File: src/rtl/core/bbt_pkg.sv
`timescale 1ns / 1ps

package bbt_pkg;

    localparam int DATA_WIDTH_DEF = 32;
    localparam int FRAC_BITS_DEF  = 16;

    localparam int DIM        = 4;
    localparam int NUM_LANES  = 4;
    localparam int NUM_ENTRY  = DIM * NUM_LANES;
    localparam int INDEX_BITS = $clog2(NUM_ENTRY);

    localparam logic ACT_LOAD = 1'b0;
    localparam logic ACT_BOX  = 1'b1;

    typedef struct packed {
        logic mul_en;
        logic prod_en;
        logic pair_en;
        logic out_en;
    } pipe_ctrl_t;

endpackage

File: src/rtl/core/bbt_matrix.sv
`timescale 1ns / 1ps

module bbt_matrix import bbt_pkg::*; #(
    parameter int DATA_WIDTH = DATA_WIDTH_DEF
) (
    input  logic                  aclk,
    input  logic                  aresetn,
    input  logic                  wr_en,
    input  logic [INDEX_BITS-1:0] wr_index,
    input  logic [DATA_WIDTH-1:0] wr_value,
    output logic [DATA_WIDTH-1:0] entries [NUM_ENTRY]
);

    logic [DATA_WIDTH-1:0] entry_reg [NUM_ENTRY];

    always_ff @(posedge aclk) begin
        if (!aresetn) begin
            for (int i = 0; i < NUM_ENTRY; i++) begin
                entry_reg[i] <= '0;
            end
        end else if (wr_en) begin
            entry_reg[wr_index] <= wr_value;
        end
    end

    assign entries = entry_reg;

endmodule

File: config.mk
export PLATFORM = sky130hd
export DESIGN_NAME = bbt_matrix
export DESIGN_NICKNAME = d
export VERILOG_FILES = /design/src/rtl/core/bbt_pkg.sv /design/src/rtl/core/bbt_matrix.sv
export SDC_FILE = /design/constraint.sdc
export NUM_CORES = 1
export LEC_CHECK = 0
export ABC_AREA = 0
export BUFFER_PORTS_ARGS = -buffer_cell sky130_fd_sc_hd__buf_2
export CORE_ASPECT_RATIO = 0.7
export CORE_MARGIN = 8
export CORE_UTILIZATION = 45
export DETAILED_ROUTE_END_ITERATION = 8
export GPL_TIMING_DRIVEN = 0
export PLACE_DENSITY_LB_ADDON = 0.2
export SLEW_MARGIN = 5
export SYNTH_ARGS = -nofsm -noshare
export SYNTH_HDL_FRONTEND = slang
export SYNTH_SLANG_ARGS = --single-unit
File: constraint.sdc
create_clock -name aclk -period 2 [get_ports aclk]
set_input_delay 0.2 -clock aclk [delete_from_list [all_inputs] [get_ports aclk]]
set_output_delay 0.2 -clock aclk [all_outputs]
set_load 0.02 [all_outputs]
==> impl_metrics.tcl <==
set metrics [dict create \
    worstSetupPathType "in2reg" \
    fin_setup_tns_ps 0 \
    holdCritStartpoint "wr_value[31]" \
    io_buffer_count 547 \
    intPower_w 0.0163 \
    ys.flop_type "dfxtp_1" \
    area_delta_synth_final_pct 27.8 \
    num_rows 61 \
    arrival_ps 2110 \
    drc 0 \
    ys_seq_elements 512 \
    holdBufCountCts 0 \
    crit_start "aresetn" \
    worst_pin_slew_ps 1020 \
    syn-instance-count 1740 \
    crit_path_end_kind "flip-flop" \
    synth_edf_count 0 \
    final-max-slew-violation-count 0 \
    overflow 0 \
    cp.required_ps 2480 \
    syn_avg_cell_area_um2 10.5 \
    cts_tree "done" \
    cp-start-kind "primary input" \
    postRouteAntennaNets 0 \
    drive_gt1_frac 0.285 \
    fin_nets 2377 \
    yosys_warnings 0 \
    final_hold_viol_count 0 \
    slew_headroom 0.318 \
    clock_skew_ps 0 \
    globalplace.congestion 0.842 \
    synth_area_leaders "dfxtp_1, mux2i_1, nand2_1" \
    synthArstFlopShare 0 \
    via_count 14923 \
    cap_violations 0 \
    largest_reg_flops 512 \
    r2r_start "entries[216]" \
    synth.most_common_cell "nand2_1" \
    hold_path_depth 3 \
    worst_slack_ps 367 \
    power.share.clock 0.452 \
    ctsResizeCount 0 \
    p_leak_nw 11.3 \
    worst_r2r_path_depth 2 \
    start_util 0.457 \
    pre_cts_ws_ps -138 \
    drt_iter0_drc 827 \
    peakVddDrop_mv 0.651 \
    utilization 0.585 \
    hpwl_um 51000 \
    cts_setup_buffers 0 \
    antenna_found_initial 3 \
    cts-root-buf "clkbuf_16" \
    p_comb_frac 0.058 \
    clkLatencyLatePin_ps 540 \
    min_path_type "in2reg" \
    cts_sinks 512 \
    critPathMaxFanout 10 \
    drt_wl_total_um 67700 \
    power.switching_w 0.00496 \
    max_freq_ghz 0.612 \
    wire_per_inst_um 23.3 \
    track_usage 0.271 \
    cts_made_buffers 49 \
    dr.pass1.iters 6 \
    synth_cell_types 15 \
    yosysTopAreaCellShare 0.563 \
    timing.final.crit_share 0.817 \
    synth_commonest_cells "nand2_1, dfxtp_1, mux2i_1, clkbuf_1, buf_2" \
    status "finished clean" \
    p_seq_frac 0.490 \
    syn_nets 1779 \
    synth_top_area_cell "dfxtp_1" \
    clk_pin_slew_ps 60 \
    die_x_um 257 \
    ios 551 \
    grt_pass1_wl_um 98700 \
    switching_share 0.234 \
    grt_pass1_vias 15207 \
    viasPerCell 5.13 \
    netlist_area_mm2 0.0182 \
    clockBufferDepth 3 \
    yosysSeqAreaShare 0.563 \
    core_area_mm2 0.0398 \
    htreeDepth 2 \
    die_y_um 184 \
    min_period_ps 1630 \
    rsz0062_at_grt "false" \
    dieArea_mm2 0.0473 \
    finalSetupViolCount 0 \
    grt_max_degree 15 \
    cellPowerDensity_mw_per_mm2 911 \
]
==> stage by stage <==
stage / total power (W) / hold slack [ps] / cells / instance area [µm²]
2_1_floorplan: 0.0113 / 465 / 1740 / 18200
3_3_place_gp: 0.0118 / 439 / 2822 / 21600
3_5_place_dp: 0.0118 / 443 / 2822 / 21600
4_1_cts: 0.0213 / 56.4 / 2909 / 23300
5_1_grt: 0.0218 / 72.6 / 2910 / 23300
6_report: 0.0212 / 81.2 / 2910 / 23300
==> placed cells by master (no fill, tap or decap) <==
| cell type | count |
|---|---|
| buf_2 | 576 |
| nand2_1 | 546 |
| mux2i_1 | 512 |
| dfxtp_1 | 512 |
| clkbuf_1 | 100 |
| clkbuf_16 | 50 |
| buf_4 | 21 |
| clkbuf_8 | 10 |
| buf_1 | 9 |
| nor2_1 | 7 |
| clkinv_2 | 6 |
| bufinv_16 | 5 |
| nand3b_1 | 4 |
| or3_1 | 3 |
| nor2_2 | 3 |
| nand2b_1 | 2 |
| clkinvlp_4 | 2 |
| diode_2 | 1 |
| nor3b_1 | 1 |
| and3_1 | 1 |
| nand3_1 | 1 |
| clkinv_8 | 1 |
| clkinv_4 | 1 |
| inv_6 | 1 |
==> path summary, 6_finish.rpt <==
kind,end,slack (ps)
hold reg to reg,entries[372],450
setup / recovery,entries[114],370
hold / removal,entries[95],80
setup reg to reg,entries[216],1270
==> logic make-up after synthesis <==
group | Yosys count | synth area share
simple gates | 568 | 0.119
flops | 512 | 0.563
mux | 512 | 0.281
buf+inv | 148 | 0.0368
==> per-layer routing <==
| metal | wire length [µm] | vias to the layer above | GRT usage | part of all wire |
|---|---|---|---|---|
| li1 | - | 6921 | - | - |
| met1 | 29200 | 7372 | 0.338 | 0.43 |
| met2 | 31600 | 510 | 0.456 | 0.47 |
| met3 | 4690 | 118 | 0.0694 | 0.069 |
| met4 | 2300 | 2 | 0.0926 | 0.034 |
| met5 | 10 | - | 0 | 0.00015 |
==> critical path, stage by stage <==
cell and delay (ps):
clkbuf_1 740, nand2_1 470, clkbuf_1 440, mux2i_1 250
==> final cells by class <==
class / instances / area, µm²
repair buffers: 547 / 2740
plain buffers: 148 / 671
flip-flops and latches: 512 / 10200
fillers: 3500 / 16600
well taps: 535 / 669
multi-input cells: 1080 / 7300
clock inverters: 16 / 229
diodes: 1 / 2.50
clock buffers: 71 / 1430
==> power groups by stage <==
stage,combinational (W),sequential [W],clock (W)
CTS,0.00122,0.0104,0.00970
detailed placement,0.00122,0.0106,0
global placement,0.00120,0.0106,0
finish,0.00122,0.0104,0.00959
global route,0.00129,0.0104,0.0101
floorplan,0.000523,0.0108,0
(Power assumes the default switching activity.)
