## src/rtl/core/bbt_pkg.sv

```systemverilog
`timescale 1ns / 1ps

package bbt_pkg;

    localparam int DATA_WIDTH_DEF = 32;
    localparam int FRAC_BITS_DEF  = 16;

    localparam int DIM        = 4;
    localparam int NUM_LANES  = 4;
    localparam int NUM_ENTRY  = DIM * NUM_LANES;
    localparam int INDEX_BITS = $clog2(NUM_ENTRY);

    localparam logic ACT_LOAD = 1'b0;
    localparam logic ACT_BOX  = 1'b1;

    typedef struct packed {
        logic mul_en;
        logic prod_en;
        logic pair_en;
        logic out_en;
    } pipe_ctrl_t;

endpackage

```

## src/rtl/core/bbt_merge.sv

```systemverilog
`timescale 1ns / 1ps

module bbt_merge import bbt_pkg::*; #(
    parameter int DATA_WIDTH = DATA_WIDTH_DEF,
    parameter int FRAC_BITS  = FRAC_BITS_DEF
) (
    input  logic                                   aclk,
    input  pipe_ctrl_t                             ctrl,
    input  logic signed [2*DATA_WIDTH-FRAC_BITS:0] min_pair_a [NUM_LANES],
    input  logic signed [2*DATA_WIDTH-FRAC_BITS:0] min_pair_b [NUM_LANES],
    input  logic signed [2*DATA_WIDTH-FRAC_BITS:0] max_pair_a [NUM_LANES],
    input  logic signed [2*DATA_WIDTH-FRAC_BITS:0] max_pair_b [NUM_LANES],
    output logic        [DATA_WIDTH-1:0]           result     [2*NUM_LANES]
);

    localparam int PRW = 2 * DATA_WIDTH - FRAC_BITS + 1;
    localparam int TW  = PRW + 1;

    logic [DATA_WIDTH-1:0] res_reg [2*NUM_LANES];

    function automatic logic [DATA_WIDTH-1:0] sat(input logic signed [TW-1:0] v);
        logic [TW-DATA_WIDTH:0] top;
        top = v[TW-1:DATA_WIDTH-1];
        if (top == '0 || top == '1) begin
            return v[DATA_WIDTH-1:0];
        end else if (v[TW-1]) begin
            return {1'b1, {(DATA_WIDTH-1){1'b0}}};
        end else begin
            return {1'b0, {(DATA_WIDTH-1){1'b1}}};
        end
    endfunction

    for (genvar c = 0; c < NUM_LANES; c++) begin : g_col
        logic signed [TW-1:0] total_min, total_max;

        assign total_min = TW'(min_pair_a[c]) + TW'(min_pair_b[c]);
        assign total_max = TW'(max_pair_a[c]) + TW'(max_pair_b[c]);

        always_ff @(posedge aclk) begin
            if (ctrl.out_en) begin
                res_reg[c]             <= sat(total_min);
                res_reg[NUM_LANES + c] <= sat(total_max);
            end
        end
    end

    assign result = res_reg;

endmodule

```

## config.mk

```make
export PLATFORM = sky130hd
export DESIGN_NAME = bbt_merge
export DESIGN_NICKNAME = d
export VERILOG_FILES = /design/src/rtl/core/bbt_pkg.sv /design/src/rtl/core/bbt_merge.sv
export SDC_FILE = /design/constraint.sdc
export NUM_CORES = 1
export LEC_CHECK = 0
export CAP_MARGIN = 10
export CORE_AREA = 2 2 405 407
export DETAILED_ROUTE_END_ITERATION = 16
export DIE_AREA = 0 0 407 409
export DONT_BUFFER_PORTS = 1
export GPL_ROUTABILITY_DRIVEN = 1
export GPL_TIMING_DRIVEN = 0
export MAX_ROUTING_LAYER = met4
export PLACE_DENSITY = 0.32
export SLEW_MARGIN = 20
export SYNTH_ARGS = -nofsm -noshare
export SYNTH_HDL_FRONTEND = slang
export SYNTH_SLANG_ARGS = --single-unit
```

## constraint.sdc

```tcl
create_clock -name aclk -period 4.8 [get_ports aclk]
set_input_delay 0.72 -clock aclk [delete_from_list [all_inputs] [get_ports aclk]]
set_output_delay 0.72 -clock aclk [all_outputs]
set_load 0.02 [all_outputs]
```

==> metrics <==
Adder-Cell Fraction of Synth Area 14.37%; largest area contributor in the netlist edfxtp_1; CTS Buffer Depth 3; largest family of logic cells by synthesized area compound AO/OA/AOI/OAI gates; DR iter-0 viols roughly 2400; Via density 5.239; GR Util All Layers between 20% and 30%; Antenna Violating Nets Remaining 0; max FFs per register 256; remaining global-route overflow 0; outcome finished, final reports clean; drt pass-1 iters 8; Post-Syn Area 35250 µm²; Die Span Y 409 µm; syn_nets between 5000 and 6000; initial antenna violation count 43; vias in the first global route roughly 35000; Slowest cell on crit path o31ai_1; leak pwr 14.97 nW; slew margin rel. 37.09%; maximum vdd drop ~0.00019 V; CTS Buf Count 42; DP Wirelength 156.5 mm; Core Area 162000 µm²; critical path buffer and inverter count 2; Horiz. Die Dim 407 µm; Final Util 24.57%; Worst Setup Start Kind input port; CTS root buffer clkbuf_16; ys flop type edfxtp_1; Synthesis Warnings 0; Synth Area per Inst approximately 8.0 µm²; total chip power 0.01143 W; Distinct cells, synth between 100 and 150; final net count 5643; Initial Util 21.75%; Tmin final 4679 ps; worst hold slack between 200 and 250 ps; share of cells above drive strength 1 a little over 6%; commonest non-fill, non-tap cell in the layout a21oi_1; Die ar. roughly 170000 µm²; area grow syn2layout 12.96%; DRT Wirelength 182.4 mm; Hold Vio Cnt, Final 0; Buffers on Ports 0; power density over the cells 287.1 nW/µm²; Critical Path Max Stage Delay ~500 ps; max-cap violations 0; placer congestion estimate 0.9252; multiplexer share of the synthesized area 4.909%; Worst Tran Pin Value 936.4 ps; Worst EP required 5120 ps; Final Max Slew Viols 0; CP max FO 10; endpoints failing setup 0; CP Cell Sequence ha_1 > a211oi_1 > o21ai_1 > o31ai_1 > a21oi_2 > a21oi_2 > o21ai_1 > xor2_1 > or3_1 > nor4_1 > nand4b_4 > o21ai_2 > buf_4 > buf_6 > o221ai_2; Final period util 97.48%; Synth Area in XOR/XNOR 8.746%; total number of vias 35110; Post-Syn Instances approximately 4400; largest net degree at the start of global routing 257; Synth Area in Compound Gates 27.52%; DRC violations left 0; H-tree Lvls 2; first-pass GRT wire length about 260 mm; CTS tree built; CP Class in2reg; number of flops mapped to enable cells by yosys 256; clock slew at reported path FFs 60 ps; # clock sinks 256; top cell type's share of synthesized area 21.81%; Largest delay share family, worst path compound AO/OA/AOI/OAI gates; I/O pins 1045; row cnt 148; arrival time at the worst endpoint between 4000 and 5000 ps; top cells by area, synth edfxtp_1 (22%), ha_1 (14%), a21oi_1 (7.6%), nand2_1 (5.2%), mux2i_1 (4.5%); DR WL/cell 27.21 µm; f_max 213.7 MHz; FFs w/ async S/R, synth 0%; sequential area share after synthesis around 22%; element type at the critical path end flop; Hold Path Class in2reg; FF+latch count, synth 256; most frequent cells in the layout a21oi_1 (530), nand2_1 (485), ha_1 (392); Simple-Gate Fraction of Synth Area between 10% and 20%
[final timing paths]
path / startpoint / endpoint / depth (start not counted)
worst min-delay path: ctrl[0] / result[57]$_DFFE_PP_ / 0
worst max-delay path: max_pair_a[148] / result[121]$_DFFE_PP_ / 15
[cells by family (layout without fill, tap and decap cells)]
family                   after synthesis  after routing
AND/OR/NAND/NOR                     1351           1351
XOR/XNOR                             352            352
adder cells (fa/ha/maj)              400            400
other                                  0             38
AO/OA/AOI/OAI                       1532           1532
multiplexers                         171            171
buffers and inverters                336            426
flip-flops                           256            256
[layer usage]
layer | vias up | routed length (µm) | GRT usage [%]
met5 | - | 0 | -
li1 | 16790 | - | -
met4 | 0 | 2979 | 4.770
met2 | 1121 | 87960 | 35.12
met3 | 124 | 11810 | 4.777
met1 | 17070 | 79610 | 26.62
[where the power goes]
group	switching, W	internal [W]
registers	0.000645	0.00289
clock network	0.00134	0.00194
logic	0.00298	0.00163
total	0.00497	0.00647
[what timing repair did]
action | CTS | global route
setup buffers | 2 | 11
pin swaps | 1 | 7
gates resized for setup | 17 | 40
hold endpoints to repair | 0 | 0
hold buffers | 0 | 0
setup endpoints to repair | 71 | 175
[layout make-up]
cell class	count	area [µm²]
antenna	38	95.09
clock inverter	27	326.6
sequential	256	7687
clock buffer	51	1085
multi-input combinational	3806	26340
buffer	211	998.5
fill	18000	122200
tap	2175	2721
inverter	124	465.4
timing repair buffer	13	97.59
[cells in the mapped netlist, types with 70 or more instances]
cell	count
edfxtp_1	256
nor3_1	74
nor2_1	296
xor2_1	172
nand3_1	71
a21o_1	114
nand2_1	486
ha_1	392
xnor2_1	180
clkbuf_1	129
a21oi_1	536
mux2i_1	159
nand4_1	141
o21bai_1	70
inv_1	121
o21ai_0	283
[stage by stage]
stage	instances	TNS (ps)	setup slack, ps	cell area [µm²]
finish	6701	0	120.8	39820
global route	6700	-13.72	-13.23	39810
CTS	6653	0	10.47	39500
detailed placement	6573	-150140	-1536	37980
global placement	6573	-162740	-1623	37970
floorplan	4398	0	395.2	35250
No activity file was read; power rests on OpenSTA's default activity.
